`config.mk`:
```
export PLATFORM = sky130hd
export DESIGN_NAME = stepper_ramp_pulse_generator
export DESIGN_NICKNAME = d
export VERILOG_FILES = /design/src/hw/rtl/srpg_pkg.sv /design/src/hw/rtl/stepper_ramp_pulse_generator.sv /design/src/hw/rtl/srpg_div.sv /design/src/hw/rtl/srpg_ctrl.sv /design/src/hw/rtl/srpg_dp.sv
export SDC_FILE = /design/constraint.sdc
export NUM_CORES = 2
export LEC_CHECK = 0
export ABC_CLOCK_PERIOD_IN_PS = 11970
export BUFFER_PORTS_ARGS = -buffer_cell sky130_fd_sc_hd__buf_2
export CAP_MARGIN = 20
export CORE_MARGIN = 2
export CORE_UTILIZATION = 31
export CTS_CLUSTER_DIAMETER = 50
export CTS_CLUSTER_SIZE = 30
export DETAILED_ROUTE_END_ITERATION = 7
export SETUP_SLACK_MARGIN = 0.4
export SYNTH_ARGS = -nofsm -noshare
export SYNTH_HDL_FRONTEND = slang
export SYNTH_SLANG_ARGS = --single-unit
```
`constraint.sdc`:
```
create_clock -name clock -period 11.97 [get_ports clock]
set_input_delay 1.7955 -clock clock [delete_from_list [all_inputs] [get_ports clock]]
set_output_delay 1.7955 -clock clock [all_outputs]
set_load 0.01 [all_outputs]
```
`src/hw/rtl/srpg_pkg.sv`:
```
`timescale 1ns / 1ps
package srpg_pkg;

   localparam int CountWidth = 31;
   localparam int RateWidth = 15;
   localparam int DvdWidth = 48;
   localparam int DvsWidth = 34;
   localparam int DivSteps = DvdWidth;
   localparam int DivCntWidth = $clog2(DivSteps);
   localparam int ReqDataWidth = 40;
   localparam int RspDataWidth = 72;
   localparam int CsrIndexWidth = 3;

   localparam logic [CountWidth-1:0] Max31 = {CountWidth{1'b1}};

   localparam logic [2:0] OP_START = 3'd0;
   localparam logic [2:0] OP_STEP  = 3'd1;
   localparam logic [2:0] OP_ALTER = 3'd2;
   localparam logic [2:0] OP_BRAKE = 3'd3;
   localparam logic [2:0] OP_STOP  = 3'd4;

   localparam logic [1:0] PH_STOPPED = 2'd0;
   localparam logic [1:0] PH_ACCEL   = 2'd1;
   localparam logic [1:0] PH_CRUISE  = 2'd2;
   localparam logic [1:0] PH_DECEL   = 2'd3;

   localparam logic [CsrIndexWidth-1:0] CSR_MODE   = 3'd0;
   localparam logic [CsrIndexWidth-1:0] CSR_ACCEL  = 3'd1;
   localparam logic [CsrIndexWidth-1:0] CSR_DECEL  = 3'd2;
   localparam logic [CsrIndexWidth-1:0] CSR_RAMP   = 3'd3;
   localparam logic [CsrIndexWidth-1:0] CSR_FIRST  = 3'd4;
   localparam logic [CsrIndexWidth-1:0] CSR_CRUISE = 3'd5;

   typedef enum logic [3:0] {
      ST_IDLE, ST_DISPATCH, ST_MUL_PLAN, ST_MUL_SHORT, ST_MUL_BRK,
      ST_DIV_GO, ST_DIV_WAIT, ST_APPLY, ST_SHORT_CHK, ST_FINISH
   } state_type;

   typedef enum logic [1:0] {JOB_PLAN, JOB_SHORT, JOB_BRK, JOB_STEP} job_type;

   typedef enum logic [3:0] {
      CMD_NONE, CMD_EXEC, CMD_MUL_PLAN, CMD_MUL_SHORT, CMD_MUL_BRK, CMD_DIV_GO,
      CMD_SET_BRAKE, CMD_SET_SHORT, CMD_SET_BRK, CMD_SET_STEP, CMD_FINISH
   } dp_cmd_type;

   typedef struct packed {
      logic plan_req;
      logic brk_req;
      logic recur_req;
      logic short_move;
      logic div_done;
   } dp_status_type;

   function automatic logic [1:0] phase_of(input logic [CountWidth-1:0] rem,
                                           input logic [CountWidth-1:0] done,
                                           input logic [CountWidth-1:0] alim,
                                           input logic [CountWidth-1:0] blim);
      logic [1:0] ph;
      if (rem == '0) ph = PH_STOPPED;
      else if (rem <= blim) ph = PH_DECEL;
      else if (done <= alim) ph = PH_ACCEL;
      else ph = PH_CRUISE;
      return ph;
   endfunction

endpackage

```
`src/hw/rtl/stepper_ramp_pulse_generator.sv`:
```
`timescale 1ns / 1ps
// Stepper move planner and step-interval generator. Each request carries a command
// (start move, issue step, alter move, brake, stop) and yields exactly one response
// with the step flag, direction, interval to wait, motion phase and steps left.
// Linear mode plans an acceleration ramp from the ramp_steps, first_pulse_us and
// cruise_pulse_us registers and walks the interval with p -= (2p+r)/(4n+1) while
// accelerating and p += (2p+r)/(4m-1) while decelerating, m being the steps left.
// Structure: one request at a time through a controller and a datapath sharing one
// multiplier and one radix-2 divider that yields one quotient bit per cycle. A step
// inside a ramp runs one division, a brake during acceleration and a linear start a
// multiply and a division, a shortened start a second pair; the rest use neither.
// A finished response waits in an output register while the next request is taken.
// Configuration writes are taken every cycle and must land only while idle.
module stepper_ramp_pulse_generator (
   input  logic                                clock,
   input  logic                                reset,
   // request: [2:0] opcode, [34:3] step_amount
   input  logic                                req_tvalid,
   output logic                                req_tready,
   input  logic [srpg_pkg::ReqDataWidth-1:0]   req_tdata,
   // response: [0] step_issued, [1] direction, [32:2] interval_us,
   // [34:33] motion_state, [65:35] steps_left
   output logic                                rsp_tvalid,
   input  logic                                rsp_tready,
   output logic [srpg_pkg::RspDataWidth-1:0]   rsp_tdata,
   // register write channel
   input  logic                                csr_valid,
   output logic                                csr_ready,
   input  logic [srpg_pkg::CsrIndexWidth-1:0]  csr_index,
   input  logic [srpg_pkg::CountWidth-1:0]     csr_data
);

   srpg_pkg::dp_cmd_type    cmd;
   srpg_pkg::dp_status_type status;
   logic                    step_issued, direction;
   logic [srpg_pkg::CountWidth-1:0] interval_us, steps_left;
   logic [1:0]              motion_state;

   // register writes never stall
   assign csr_ready = 1'b1;

   srpg_ctrl u_ctrl (
      .clock      (clock),
      .reset      (reset),
      .req_tvalid (req_tvalid),
      .req_tready (req_tready),
      .rsp_tvalid (rsp_tvalid),
      .rsp_tready (rsp_tready),
      .status     (status),
      .cmd        (cmd)
   );

   srpg_dp u_dp (
      .clock        (clock),
      .reset        (reset),
      .cmd          (cmd),
      .status       (status),
      .opcode       (req_tdata[2:0]),
      .step_amount  (req_tdata[34:3]),
      .csr_we       (csr_valid),
      .csr_index    (csr_index),
      .csr_data     (csr_data),
      .step_issued  (step_issued),
      .direction    (direction),
      .interval_us  (interval_us),
      .motion_state (motion_state),
      .steps_left   (steps_left)
   );

   // pack the response, zero fill to whole bytes
   assign rsp_tdata = {6'b0, steps_left, motion_state, interval_us, direction, step_issued};

endmodule

```
`src/hw/rtl/srpg_div.sv`:
```
`timescale 1ns / 1ps
module srpg_div (
   input  logic                              clock,
   input  logic                              reset,
   input  logic                              start,
   input  logic [srpg_pkg::DvdWidth-1:0]     dividend,
   input  logic [srpg_pkg::DvsWidth-1:0]     divisor,
   output logic                              busy,
   output logic [srpg_pkg::DvdWidth-1:0]     quotient,
   output logic [srpg_pkg::DvsWidth-1:0]     remainder
);

   logic                              busy_ff, busy_in;
   logic [srpg_pkg::DivCntWidth-1:0]  cnt_ff, cnt_in;
   logic [srpg_pkg::DvdWidth-1:0]     quo_ff, quo_in;
   logic [srpg_pkg::DvsWidth-1:0]     rmd_ff, rmd_in;
   logic [srpg_pkg::DvsWidth:0]       shifted, trial;

   // one quotient bit per cycle, restoring
   always_comb begin
      shifted = {rmd_ff, quo_ff[srpg_pkg::DvdWidth-1]};
      trial = shifted - {1'b0, divisor};
      busy_in = busy_ff;
      cnt_in = cnt_ff;
      quo_in = quo_ff;
      rmd_in = rmd_ff;
      if (start) begin
         busy_in = 1'b1;
         cnt_in = '0;
         quo_in = dividend;
         rmd_in = '0;
      end else if (busy_ff) begin
         if (trial[srpg_pkg::DvsWidth]) begin
            rmd_in = shifted[srpg_pkg::DvsWidth-1:0];
         end else begin
            rmd_in = trial[srpg_pkg::DvsWidth-1:0];
         end
         quo_in = {quo_ff[srpg_pkg::DvdWidth-2:0], ~trial[srpg_pkg::DvsWidth]};
         cnt_in = cnt_ff + 1'b1;
         if (cnt_ff == srpg_pkg::DivCntWidth'(srpg_pkg::DivSteps - 1)) busy_in = 1'b0;
      end
   end

   always_ff @(posedge clock) begin
      if (reset) begin
         busy_ff <= 1'b0;
         cnt_ff <= '0;
      end else begin
         busy_ff <= busy_in;
         cnt_ff <= cnt_in;
      end
      quo_ff <= quo_in;
      rmd_ff <= rmd_in;
   end

   assign busy = busy_ff;
   assign quotient = quo_ff;
   assign remainder = rmd_ff;

endmodule

```
`src/hw/rtl/srpg_ctrl.sv`:
```
`timescale 1ns / 1ps
module srpg_ctrl (
   input  logic                    clock,
   input  logic                    reset,
   input  logic                    req_tvalid,
   output logic                    req_tready,
   output logic                    rsp_tvalid,
   input  logic                    rsp_tready,
   input  srpg_pkg::dp_status_type status,
   output srpg_pkg::dp_cmd_type    cmd
);

   srpg_pkg::state_type state_ff, state_in;
   srpg_pkg::job_type   job_ff, job_in;
   logic                rsp_valid_ff, rsp_valid_in;

   always_comb begin
      state_in = state_ff;
      unique case (state_ff)
         srpg_pkg::ST_IDLE: if (req_tvalid) state_in = srpg_pkg::ST_DISPATCH;
         srpg_pkg::ST_DISPATCH: begin
            priority if (status.plan_req) state_in = srpg_pkg::ST_MUL_PLAN;
            else if (status.brk_req) state_in = srpg_pkg::ST_MUL_BRK;
            else if (status.recur_req) state_in = srpg_pkg::ST_DIV_GO;
            else state_in = srpg_pkg::ST_FINISH;
         end
         srpg_pkg::ST_MUL_PLAN, srpg_pkg::ST_MUL_SHORT, srpg_pkg::ST_MUL_BRK:
            state_in = srpg_pkg::ST_DIV_GO;
         srpg_pkg::ST_DIV_GO: state_in = srpg_pkg::ST_DIV_WAIT;
         srpg_pkg::ST_DIV_WAIT: if (status.div_done) state_in = srpg_pkg::ST_APPLY;
         srpg_pkg::ST_APPLY: begin
            if (job_ff == srpg_pkg::JOB_PLAN) state_in = srpg_pkg::ST_SHORT_CHK;
            else state_in = srpg_pkg::ST_FINISH;
         end
         srpg_pkg::ST_SHORT_CHK: begin
            if (status.short_move) state_in = srpg_pkg::ST_MUL_SHORT;
            else state_in = srpg_pkg::ST_FINISH;
         end
         srpg_pkg::ST_FINISH: if (!rsp_valid_ff || rsp_tready) state_in = srpg_pkg::ST_IDLE;
         default: state_in = srpg_pkg::ST_IDLE;
      endcase
   end

   always_comb begin
      cmd = srpg_pkg::CMD_NONE;
      job_in = job_ff;
      rsp_valid_in = rsp_valid_ff && !rsp_tready;
      unique case (state_ff)
         srpg_pkg::ST_IDLE: if (req_tvalid) cmd = srpg_pkg::CMD_EXEC;
         srpg_pkg::ST_DISPATCH: job_in = srpg_pkg::JOB_STEP;
         srpg_pkg::ST_MUL_PLAN: begin
            cmd = srpg_pkg::CMD_MUL_PLAN;
            job_in = srpg_pkg::JOB_PLAN;
         end
         srpg_pkg::ST_MUL_SHORT: begin
            cmd = srpg_pkg::CMD_MUL_SHORT;
            job_in = srpg_pkg::JOB_SHORT;
         end
         srpg_pkg::ST_MUL_BRK: begin
            cmd = srpg_pkg::CMD_MUL_BRK;
            job_in = srpg_pkg::JOB_BRK;
         end
         srpg_pkg::ST_DIV_GO: cmd = srpg_pkg::CMD_DIV_GO;
         srpg_pkg::ST_DIV_WAIT: cmd = srpg_pkg::CMD_NONE;
         srpg_pkg::ST_APPLY: begin
            unique case (job_ff)
               srpg_pkg::JOB_PLAN:  cmd = srpg_pkg::CMD_SET_BRAKE;
               srpg_pkg::JOB_SHORT: cmd = srpg_pkg::CMD_SET_SHORT;
               srpg_pkg::JOB_BRK:   cmd = srpg_pkg::CMD_SET_BRK;
               srpg_pkg::JOB_STEP:  cmd = srpg_pkg::CMD_SET_STEP;
               default:             cmd = srpg_pkg::CMD_NONE;
            endcase
         end
         srpg_pkg::ST_SHORT_CHK: cmd = srpg_pkg::CMD_NONE;
         srpg_pkg::ST_FINISH: begin
            if (!rsp_valid_ff || rsp_tready) begin
               cmd = srpg_pkg::CMD_FINISH;
               rsp_valid_in = 1'b1;
            end
         end
         default: cmd = srpg_pkg::CMD_NONE;
      endcase
   end

   always_ff @(posedge clock) begin
      if (reset) begin
         state_ff <= srpg_pkg::ST_IDLE;
         job_ff <= srpg_pkg::JOB_STEP;
         rsp_valid_ff <= 1'b0;
      end else begin
         state_ff <= state_in;
         job_ff <= job_in;
         rsp_valid_ff <= rsp_valid_in;
      end
   end

   assign req_tready = (state_ff == srpg_pkg::ST_IDLE);
   assign rsp_tvalid = rsp_valid_ff;

endmodule

```
`src/hw/rtl/srpg_dp.sv`:
```
`timescale 1ns / 1ps
module srpg_dp (
   input  logic                                clock,
   input  logic                                reset,
   input  srpg_pkg::dp_cmd_type                cmd,
   output srpg_pkg::dp_status_type             status,
   input  logic [2:0]                          opcode,
   input  logic signed [31:0]                  step_amount,
   input  logic                                csr_we,
   input  logic [srpg_pkg::CsrIndexWidth-1:0]  csr_index,
   input  logic [srpg_pkg::CountWidth-1:0]     csr_data,
   output logic                                step_issued,
   output logic                                direction,
   output logic [srpg_pkg::CountWidth-1:0]     interval_us,
   output logic [1:0]                          motion_state,
   output logic [srpg_pkg::CountWidth-1:0]     steps_left
);

   localparam int CW = srpg_pkg::CountWidth;
   localparam int RW = srpg_pkg::RateWidth;

   // configuration
   logic          mode_ff, mode_in;
   logic [RW-1:0] arate_ff, arate_in, drate_ff, drate_in;
   logic [CW-1:0] ramp_ff, ramp_in, first_ff, first_in, cruise_ff, cruise_in;

   // move state
   logic [CW-1:0] rem_ff, rem_in, done_ff, done_in, alim_ff, alim_in, blim_ff, blim_in;
   logic [CW-1:0] pulse_ff, pulse_in, clat_ff, clat_in;
   logic [31:0]   rest_ff, rest_in;
   logic          fwd_ff, fwd_in;

   // per-request working state
   logic          plan_ff, plan_in, brk_ff, brk_in, recur_ff, recur_in;
   logic          issued_ff, issued_in, stop_ff, stop_in;
   logic [CW-1:0] ival_ff, ival_in, left_ff, left_in;
   logic          nneg_ff, nneg_in, dneg_ff, dneg_in;
   logic [srpg_pkg::DvdWidth-1:0] dvd_ff, dvd_in;
   logic [srpg_pkg::DvsWidth-1:0] dvs_ff, dvs_in;

   // result register
   logic          o_iss_ff, o_iss_in, o_dir_ff, o_dir_in;
   logic [CW-1:0] o_ival_ff, o_ival_in, o_left_ff, o_left_in;
   logic [1:0]    o_ph_ff, o_ph_in;

   logic [RW-1:0] a_nz, d_nz;
   logic [1:0]    ph, ph1;
   logic [31:0]   mag32;
   logic [CW-1:0] mag31, rem1, done1;
   logic [31:0]   sum32;
   logic [32:0]   floor33;
   logic [33:0]   num34, nmag;
   logic [CW-1:0] mul_a;
   logic [RW-1:0] mul_b;
   logic [CW+RW-1:0] prod;
   logic [srpg_pkg::DvdWidth-1:0] quo;
   logic [srpg_pkg::DvsWidth-1:0] rmd;
   logic          div_busy;
   logic [35:0]   qs, pn, rs;
   logic [CW:0]   lim_sum;

   srpg_div u_div (
      .clock     (clock),
      .reset     (reset),
      .start     (cmd == srpg_pkg::CMD_DIV_GO),
      .dividend  (dvd_ff),
      .divisor   (dvs_ff),
      .busy      (div_busy),
      .quotient  (quo),
      .remainder (rmd)
   );

   assign a_nz = (arate_ff == '0) ? RW'(1) : arate_ff;
   assign d_nz = (drate_ff == '0) ? RW'(1) : drate_ff;
   assign ph = srpg_pkg::phase_of(rem_ff, done_ff, alim_ff, blim_ff);
   assign lim_sum = {1'b0, alim_ff} + {1'b0, blim_ff};

   assign status.plan_req = plan_ff;
   assign status.brk_req = brk_ff;
   assign status.recur_req = recur_ff;
   assign status.short_move = {1'b0, rem_ff} < lim_sum;
   assign status.div_done = !div_busy;

   // shared multiplier operands
   always_comb begin
      mul_a = done_ff;
      mul_b = a_nz;
      unique case (cmd)
         srpg_pkg::CMD_MUL_PLAN: begin
            mul_a = alim_ff;
            mul_b = a_nz;
         end
         srpg_pkg::CMD_MUL_SHORT: begin
            mul_a = rem_ff;
            mul_b = d_nz;
         end
         default: begin
            mul_a = done_ff;
            mul_b = a_nz;
         end
      endcase
   end
   assign prod = mul_a * mul_b;

   always_comb begin
      mode_in = mode_ff; arate_in = arate_ff; drate_in = drate_ff;
      ramp_in = ramp_ff; first_in = first_ff; cruise_in = cruise_ff;
      rem_in = rem_ff; done_in = done_ff; alim_in = alim_ff; blim_in = blim_ff;
      pulse_in = pulse_ff; clat_in = clat_ff; rest_in = rest_ff; fwd_in = fwd_ff;
      plan_in = plan_ff; brk_in = brk_ff; recur_in = recur_ff;
      issued_in = issued_ff; stop_in = stop_ff; ival_in = ival_ff; left_in = left_ff;
      nneg_in = nneg_ff; dneg_in = dneg_ff; dvd_in = dvd_ff; dvs_in = dvs_ff;
      o_iss_in = o_iss_ff; o_dir_in = o_dir_ff; o_ival_in = o_ival_ff;
      o_left_in = o_left_ff; o_ph_in = o_ph_ff;

      mag32 = step_amount[31] ? (~step_amount + 32'd1) : step_amount;
      mag31 = mag32[31] ? srpg_pkg::Max31 : mag32[CW-1:0];
      sum32 = {1'b0, rem_ff} + {1'b0, step_amount[CW-1:0]};
      floor33 = {2'b0, blim_ff} + {1'b0, mag32};
      rem1 = rem_ff - CW'(1);
      done1 = (done_ff != srpg_pkg::Max31) ? done_ff + CW'(1) : done_ff;
      ph1 = srpg_pkg::phase_of(rem1, done1, alim_ff, blim_ff);
      num34 = {2'b0, pulse_ff, 1'b0} + {{2{rest_ff[31]}}, rest_ff};
      nmag = num34[33] ? (~num34 + 34'd1) : num34;
      qs = (nneg_ff ^ dneg_ff) ? (36'd0 - {2'b0, quo[33:0]}) : {2'b0, quo[33:0]};
      pn = {5'b0, pulse_ff} - qs;
      rs = nneg_ff ? (36'd0 - {2'b0, rmd}) : {2'b0, rmd};

      if (csr_we) begin
         unique case (csr_index)
            srpg_pkg::CSR_MODE:   mode_in = csr_data[0];
            srpg_pkg::CSR_ACCEL:  arate_in = csr_data[RW-1:0];
            srpg_pkg::CSR_DECEL:  drate_in = csr_data[RW-1:0];
            srpg_pkg::CSR_RAMP:   ramp_in = csr_data;
            srpg_pkg::CSR_FIRST:  first_in = csr_data;
            srpg_pkg::CSR_CRUISE: cruise_in = csr_data;
            default: ;
         endcase
      end

      unique case (cmd)
         srpg_pkg::CMD_EXEC: begin
            plan_in = 1'b0; brk_in = 1'b0; recur_in = 1'b0;
            issued_in = 1'b0; ival_in = '0;
            stop_in = (opcode == srpg_pkg::OP_STOP);
            priority if (opcode == srpg_pkg::OP_START ||
                         (opcode == srpg_pkg::OP_ALTER && ph == srpg_pkg::PH_STOPPED)) begin
               fwd_in = !step_amount[31];
               rem_in = mag31;
               done_in = '0;
               rest_in = '0;
               clat_in = cruise_ff;
               if (mode_ff) begin
                  alim_in = ramp_ff;
                  pulse_in = first_ff;
                  plan_in = 1'b1;
               end else begin
                  alim_in = '0;
                  blim_in = '0;
                  pulse_in = cruise_ff;
               end
            end else if (opcode == srpg_pkg::OP_ALTER) begin
               if (ph != srpg_pkg::PH_DECEL) begin
                  if (!step_amount[31]) begin
                     rem_in = sum32[31] ? srpg_pkg::Max31 : sum32[CW-1:0];
                  end else if ({2'b0, rem_ff} > floor33) begin
                     rem_in = rem_ff - mag32[CW-1:0];
                  end else begin
                     rem_in = blim_ff;
                  end
               end
            end else if (opcode == srpg_pkg::OP_BRAKE) begin
               if (ph == srpg_pkg::PH_CRUISE) rem_in = blim_ff;
               else if (ph == srpg_pkg::PH_ACCEL) brk_in = 1'b1;
            end else if (opcode == srpg_pkg::OP_STEP) begin
               if (rem_ff != '0) begin
                  issued_in = 1'b1;
                  ival_in = pulse_ff;
                  rem_in = rem1;
                  done_in = done1;
                  nneg_in = num34[33];
                  dvd_in = {{(srpg_pkg::DvdWidth-34){1'b0}}, nmag};
                  if (mode_ff && ph1 == srpg_pkg::PH_ACCEL) begin
                     if (done1 < alim_ff) begin
                        recur_in = 1'b1;
                        dneg_in = 1'b0;
                        dvs_in = {1'b0, done1, 2'b01};
                     end else begin
                        pulse_in = clat_ff;
                        rest_in = '0;
                     end
                  end else if (mode_ff && ph1 == srpg_pkg::PH_DECEL) begin
                     recur_in = 1'b1;
                     dneg_in = 1'b1;
                     dvs_in = {1'b0, rem1, 2'b00} - 34'd1;
                  end
               end
            end else if (opcode == srpg_pkg::OP_STOP) begin
               left_in = rem_ff;
               rem_in = '0;
            end else begin
               // unknown opcode leaves the move untouched
               stop_in = 1'b0;
            end
         end
         srpg_pkg::CMD_MUL_PLAN, srpg_pkg::CMD_MUL_BRK: begin
            dvd_in = {{(srpg_pkg::DvdWidth-CW-RW){1'b0}}, prod};
            dvs_in = {{(srpg_pkg::DvsWidth-RW){1'b0}}, d_nz};
            plan_in = 1'b0;
            brk_in = 1'b0;
         end
         srpg_pkg::CMD_MUL_SHORT: begin
            dvd_in = {{(srpg_pkg::DvdWidth-CW-RW){1'b0}}, prod};
            dvs_in = {{(srpg_pkg::DvsWidth-RW-1){1'b0}}, {1'b0, a_nz} + {1'b0, d_nz}};
         end
         srpg_pkg::CMD_SET_BRAKE: begin
            blim_in = (|quo[srpg_pkg::DvdWidth-1:CW]) ? srpg_pkg::Max31 : quo[CW-1:0];
         end
         srpg_pkg::CMD_SET_SHORT: begin
            alim_in = quo[CW-1:0];
            blim_in = rem_ff - quo[CW-1:0];
         end
         srpg_pkg::CMD_SET_BRK: begin
            rem_in = (|quo[srpg_pkg::DvdWidth-1:CW]) ? srpg_pkg::Max31 : quo[CW-1:0];
         end
         srpg_pkg::CMD_SET_STEP: begin
            recur_in = 1'b0;
            if (pn[35]) pulse_in = '0;
            else if (|pn[34:CW]) pulse_in = srpg_pkg::Max31;
            else pulse_in = pn[CW-1:0];
            if (!rs[35] && (|rs[34:31])) rest_in = 32'h7FFF_FFFF;
            else if (rs[35] && !(&rs[34:31])) rest_in = 32'h8000_0000;
            else rest_in = rs[31:0];
         end
         srpg_pkg::CMD_FINISH: begin
            o_iss_in = issued_ff;
            o_dir_in = fwd_ff;
            o_ival_in = ival_ff;
            o_ph_in = ph;
            o_left_in = stop_ff ? left_ff : rem_ff;
         end
         default: ;
      endcase
   end

   always_ff @(posedge clock) begin
      if (reset) begin
         mode_ff <= 1'b0;
         arate_ff <= RW'(1000);
         drate_ff <= RW'(1000);
         ramp_ff <= '0;
         first_ff <= CW'(1000);
         cruise_ff <= CW'(1000);
         rem_ff <= '0;
         done_ff <= '0;
         alim_ff <= '0;
         blim_ff <= '0;
         pulse_ff <= '0;
         clat_ff <= '0;
         rest_ff <= '0;
         fwd_ff <= 1'b0;
         plan_ff <= 1'b0;
         brk_ff <= 1'b0;
         recur_ff <= 1'b0;
         issued_ff <= 1'b0;
         stop_ff <= 1'b0;
      end else begin
         mode_ff <= mode_in;
         arate_ff <= arate_in;
         drate_ff <= drate_in;
         ramp_ff <= ramp_in;
         first_ff <= first_in;
         cruise_ff <= cruise_in;
         rem_ff <= rem_in;
         done_ff <= done_in;
         alim_ff <= alim_in;
         blim_ff <= blim_in;
         pulse_ff <= pulse_in;
         clat_ff <= clat_in;
         rest_ff <= rest_in;
         fwd_ff <= fwd_in;
         plan_ff <= plan_in;
         brk_ff <= brk_in;
         recur_ff <= recur_in;
         issued_ff <= issued_in;
         stop_ff <= stop_in;
      end
      ival_ff <= ival_in;
      left_ff <= left_in;
      nneg_ff <= nneg_in;
      dneg_ff <= dneg_in;
      dvd_ff <= dvd_in;
      dvs_ff <= dvs_in;
      o_iss_ff <= o_iss_in;
      o_dir_ff <= o_dir_in;
      o_ival_ff <= o_ival_in;
      o_ph_ff <= o_ph_in;
      o_left_ff <= o_left_in;
   end

   assign step_issued = o_iss_ff;
   assign direction = o_dir_ff;
   assign interval_us = o_ival_ff;
   assign motion_state = o_ph_ff;
   assign steps_left = o_left_ff;

endmodule

```
# Word-level counts from Yosys, hierarchy flattened
# Index checks and enable logic that the tools add are counted.
# classes
add_sub_neg,17
mul,1
magnitude_cmp,7
eq_ne,63
muxes,130
bitwise_logic,9
reduce_logical,62
# ops
operator,count
two-way mux 31 bit,34
two-way mux 34 bit,10
two-way mux 48 bit,7
two-way mux 32 bit,10
case mux 31 bit (2 select lines),4
<= comparator 31 bit,4
case mux 34 bit (3 select lines),1
case mux 48 bit (2 select lines),1
case mux 31 bit (3 select lines),1
two-way mux 36 bit,2
"subtractor 1 x 34 -> 35 bit, first input constant",2
adder 31 x 31 -> 32 bit,2
case mux 32 bit (2 select lines),1
logical NOT 31 bit,2
subtractor 31 bit,2
multiplier 31 x 15 -> 46 bit,1
two-way mux 15 bit,3
subtractor 31 x 36 -> 36 bit,1
two-way mux 1 bit,35
subtractor 35 x 34 -> 35 bit,1
adder 33 x 32 -> 34 bit,1
"adder 34 x 1 -> 34 bit, second input constant",1
NOT 34 bit,1
"subtractor 33 x 1 -> 34 bit, second input constant",1
62 further kinds,161
# word_totals
reg_bits,656
inputBits,79
wordCells,326

# Logic depth before layout (Yosys ltp)
# depth
depth_word,16
ltp_mapped,35
ltp_nobuf,32

# Hierarchy
# From an unflattened synthesis, not the netlist that was laid out.
# hier_totals
hier_cells,8006
area_unflattened_um2,65924.5
# modules_own_cells
module,instances,cells_each,area_each_um2
srpg_dp,1,7315,59472.0
srpg_div,1,608,5810.6
srpg_ctrl,1,72,566.8
stepper_ramp_pulse_generator,1,11,75.1

# Least setup slack after synthesis
# No wires, ideal clock.
# synth_path
kind,input to register
from,input port req_tvalid
to,register u_dp.dvd_ff[29] (netlist name) (data pin)
arrival_ps,9138
t_required_ps,11699
slack_ps,2561
path_stages,32
path_buffers,3
path_cell_list,nand2_1 mux2i_1 and3_1 clkbuf_1 buf_1 mux2i_1 clkbuf_1 nor2_1 fa_1 inv_1 fa_1 inv_1 fa_1 inv_1 fa_1 inv_1 fa_1 inv_1 fa_1 inv_1 ha_1 nand2_1 nor3_1 a211oi_1 a31oi_1 o31a_1 a21oi_1 o41ai_1 a21o_1 a21oi_1 xor2_1 mux2i_1
# synth_between
elab_chain_cells,6
word_cells_on_any_way,11
# synth_rtl
item,line_no,source
from (decl),stepper_ramp_pulse_generator.sv:18,"input logic req_tvalid,"
two-way mux 1 bit (*),srpg_ctrl.sv:49,srpg_pkg::ST_IDLE: if (req_tvalid) cmd = srpg_pkg::CMD_EXEC;
case mux 4 bit (7 select lines) (*),srpg_ctrl.sv:48,unique case (state_ff)
equality test 4 x 2 -> 1 bit,"srpg_dp.sv:88, srpg_dp.sv:141",
case mux 31 bit (2 select lines) or two-way mux 15 bit (tied branches),srpg_dp.sv:88,unique case (cmd)
multiplier 31 x 15 -> 46 bit,srpg_dp.sv:103,assign prod = mul_a * mul_b;
case mux 48 bit (2 select lines) (*),srpg_dp.sv:141,unique case (cmd)
"named net u_dp.dvd_in, one bit",srpg_dp.sv:38,"logic [srpg_pkg::DvdWidth-1:0] dvd_ff, dvd_in;"
to (signal assigned),srpg_dp.sv:292,dvd_ff <= dvd_in;
to (decl),srpg_dp.sv:38,
# Mark *: on every way through the listed nets, which the timed path passes. The rest lies on a longest branch.
# A chain may end at the register's enable or synchronous reset.

# Worst setup path in the final report
# layout_path
from,input port req_tvalid
to,register u_dp.dvd_ff[45] (netlist name) (data pin)
# layout_between
elab_chain_cells,6
word_cells_on_any_way,11
# layout_rtl
item,line_no
two-way mux 1 bit (*),srpg_ctrl.sv:49
case mux 4 bit (7 select lines) (*),srpg_ctrl.sv:48
equality test 4 x 2 -> 1 bit,"srpg_dp.sv:88, srpg_dp.sv:141"
case mux 31 bit (2 select lines) or two-way mux 15 bit (tied branches),srpg_dp.sv:88
multiplier 31 x 15 -> 46 bit,srpg_dp.sv:103
case mux 48 bit (2 select lines) (*),srpg_dp.sv:141
# Every way passes the cells marked *; elsewhere a longest branch is shown, timed or not.

==> results.sh <==
export IMPL_cts_clk_slew_worst_paths_ns=0.09
export IMPL_initial_core_util=0.312
export IMPL_fin_skew_ns=0.0510
export IMPL_die_w_um=463
export IMPL_synth_ff_type="dfxtp_1"
export IMPL_grt_max_degree=95
export IMPL_grt_util_all_layers=0.240
export IMPL_required_ns=12.43
export IMPL_rsz0062_at_grt="false"
export IMPL_cts_sinks=654
export IMPL_nNetsFinal=9060
export IMPL_status="completed"
export IMPL_vias_per_cell=5.62
export IMPL_placeableCoreArea_sq_um=210000
export IMPL_ys_top_cells_by_area="dfxtp_1, edfxtp_1, fa_1"
export IMPL_layout_drive_gt1_share=0.0780
export IMPL_die_y_um=463
export IMPL_yosys_area_top_type="dfxtp_1"
export IMPL_slew_headroom=0.231
export IMPL_place_congestion=0.996
export IMPL_leakagePower_nw=31.0
export IMPL_htree_levels=3
export IMPL_grt_overflow=0
export IMPL_yosysWarningCount=0
export IMPL_detail_route_wl_per_cell_um=24.4
export IMPL_critPathLaunchType="input pin"
export IMPL_synth_cell_types=101
export IMPL_worstSkewPairLatency_ns=0.75
export IMPL_crit_type="input pin to flop"
export IMPL_drt_first_pass_iters=7
export IMPL_rows=168
export IMPL_final_max_slew_viol_count=0
export IMPL_numCtsBuffers=82
export IMPL_tritoncts="yes"
export IMPL_dp_hpwl_um=207000
export IMPL_period_needed_ns=10.34
export IMPL_ios=154
export IMPL_grt_pass1_vias=58900
export IMPL_register_area_sq_um=15700
export IMPL_finalSetupViolations=0
export IMPL_cts_setup_buffers=0
export IMPL_synth_yosys_seq_area_share=0.240
export IMPL_syn_area_per_cell_sq_um=8.13
export IMPL_synth_cells=8043
export IMPL_setup_tns_final_ns=0
export IMPL_crit_fanout=27
export IMPL_drt_total_wl_um=266000
export IMPL_crit_arrival_ns=10.80
export IMPL_drc=0
export IMPL_final_cell_mix="nand2_1, nor2_1, a21oi_1"
export IMPL_vias=61300
export IMPL_cap_violations=0
export IMPL_max_clock_freq_mhz=96.7
export IMPL_nFillCells=21800
export IMPL_multi_input_area_sq_um=45700
export IMPL_grt_pass1_wl_um=389000
export IMPL_area_delta_synth_final_pct=11.0
export IMPL_p_per_area_nw_per_um2=229
export IMPL_cts_hold_buf=0
export IMPL_final_common_cell="nand2_1"
export IMPL_initialDrtViolationCount=6520
export IMPL_async_reset_ff_frac=0
export IMPL_antenna_found_initial=19
export IMPL_portBuffers=141
export IMPL_synth_edf_count=258
export IMPL_period_share=0.864
export IMPL_detail_route_antenna_nets=0
export IMPL_max_slew_worst_pin_slew_ns=1.13
export IMPL_cts_root_buf="clkbuf_16"
export IMPL_ys_seq_elements=654
export IMPL_place_ws_ns=1.00
export IMPL_hp_class="flop to flop"
export IMPL_ir_drop_mv=0.184
export IMPL_cts_buffer_depth=3
export IMPL_cts_repair_resize_count=0
export IMPL_die_area_sq_um=215000
export IMPL_yosys_area_top_type_share=0.121
export IMPL_hold_violations=0
export IMPL_fin_ws_ns=1.63
export IMPL_synth_area_sq_um=65400
export IMPL_end_kind="flop"
==> worst max-delay path: stages <==
cell	delay (ns)
buf_2	0.13
nand2_1	0.07
mux2i_1	0.21
and3_2	0.76
buf_4	0.40
mux2i_2	0.97
nor2_1	0.16
fa_1	0.59
inv_1	0.07
fa_1	0.51
fa_1	0.49
inv_1	0.05
fa_1	0.46
fa_1	0.56
inv_1	0.06
fa_1	0.53
inv_1	0.05
ha_1	0.39
nand3_1	0.19
or3_1	0.35
nor4_1	0.32
o311ai_0	0.36
o2111ai_1	0.34
a31oi_1	0.20
o21ai_0	0.40
o31ai_1	0.15
xnor2_1	0.17
nor2_1	0.05
==> routing by layer <==
metal / GRT usage / vias to the layer above / wire, um
met5: 0 / - / 66
met4: 0.118 / 12 / 14400
met3: 0.0465 / 593 / 23200
met2: 0.380 / 2701 / 118000
met1: 0.312 / 30000 / 110000
li1: - / 28000 / -
==> flip-flops by register name (all words and copies together), names as in the netlist, 32 cells and up <==
signal and cells:
u_dp.dvs_ff 34, u_dp.rest_ff 32, u_dp.u_div.remainder 34, u_dp.dvd_ff 46
u_dp.u_div.quotient 48
==> logic make-up after synthesis <==
family,after synthesis,synth area share
AND/OR/NAND/NOR,2617,0.180
AO/OA/AOI/OAI,2083,0.202
buffers and inverters,1122,0.0659
adder cells (fa/ha/maj),953,0.226
flip-flops,654,0.240
XOR/XNOR,460,0.0617
multiplexers,152,0.0240
other,2,0.000115
==> report_power, final <==
part,switching [mW],internal [mW]
clock,1.28,1.43
combinational,7.05,3.52
sequential,0.442,2.86
total,8.77,7.81
==> final cells by class <==
cell class                 count  area share
multi-input combinational   6272       0.629
sequential                   654       0.216
tap                         2805      0.0484
inverter                     699      0.0362
clock buffer                  86      0.0291
timing repair buffer         319      0.0289
clock inverter                68      0.0119
antenna                       10    0.000345
==> per-stage QoR <==
| stage | cells | power (mW) | hold slack (ns) | instance area, sq um | util |
|---|---|---|---|---|---|
| final | 10900 | 16.6 | 0.414 | 72600 | 0.346 |
| after global routing | 10900 | 17.5 | 0.426 | 72600 | 0.346 |
| after CTS | 10900 | 16.3 | 0.420 | 72500 | 0.346 |
| after detailed placement | 10700 | 13.6 | 0.408 | 69500 | 0.332 |
| after global placement | 10700 | 13.4 | 0.407 | 69500 | 0.332 |
| after floorplan | 8048 | 9.74 | 0.400 | 65400 | - |
==> worst paths after layout <==
check / from / to / slack, ns / cells past startpoint
max: req_tvalid / u_dp.dvd_ff[45] / 1.63 / 28
max reg2reg: u_ctrl.state_ff[2] / u_dp.dvd_ff[45] / 1.80 / 28
min: u_dp.ival_ff[3] / u_dp.interval_us[3] / 0.41 / 0
min reg2reg: u_dp.ival_ff[3] / u_dp.interval_us[3] / 0.41 / 0
==> cells in the mapped netlist (39+ instances only) <==
| master | instances |
|---|---|
| nand2b_1 | 66 |
| nor3_1 | 139 |
| dfxtp_1 | 396 |
| o211ai_1 | 64 |
| nor4_1 | 47 |
| and2_1 | 54 |
| mux2i_1 | 115 |
| fa_1 | 384 |
| edfxtp_1 | 258 |
| o21a_1 | 60 |
| a211oi_1 | 57 |
| nor2b_1 | 43 |
| xnor2_1 | 278 |
| nor2_1 | 754 |
| nand2_1 | 1032 |
| nand4_1 | 81 |
| o31ai_1 | 76 |
| a21o_1 | 251 |
| nand3_1 | 163 |
| ha_1 | 569 |
| xor2_1 | 181 |
| a31oi_1 | 69 |
| inv_1 | 695 |
| and3_1 | 54 |
| clkbuf_1 | 365 |
| a311oi_1 | 39 |
| a21oi_1 | 698 |
| or3_1 | 42 |
| o21ai_0 | 414 |
Note: power is estimated with default switching activity, not from simulation.
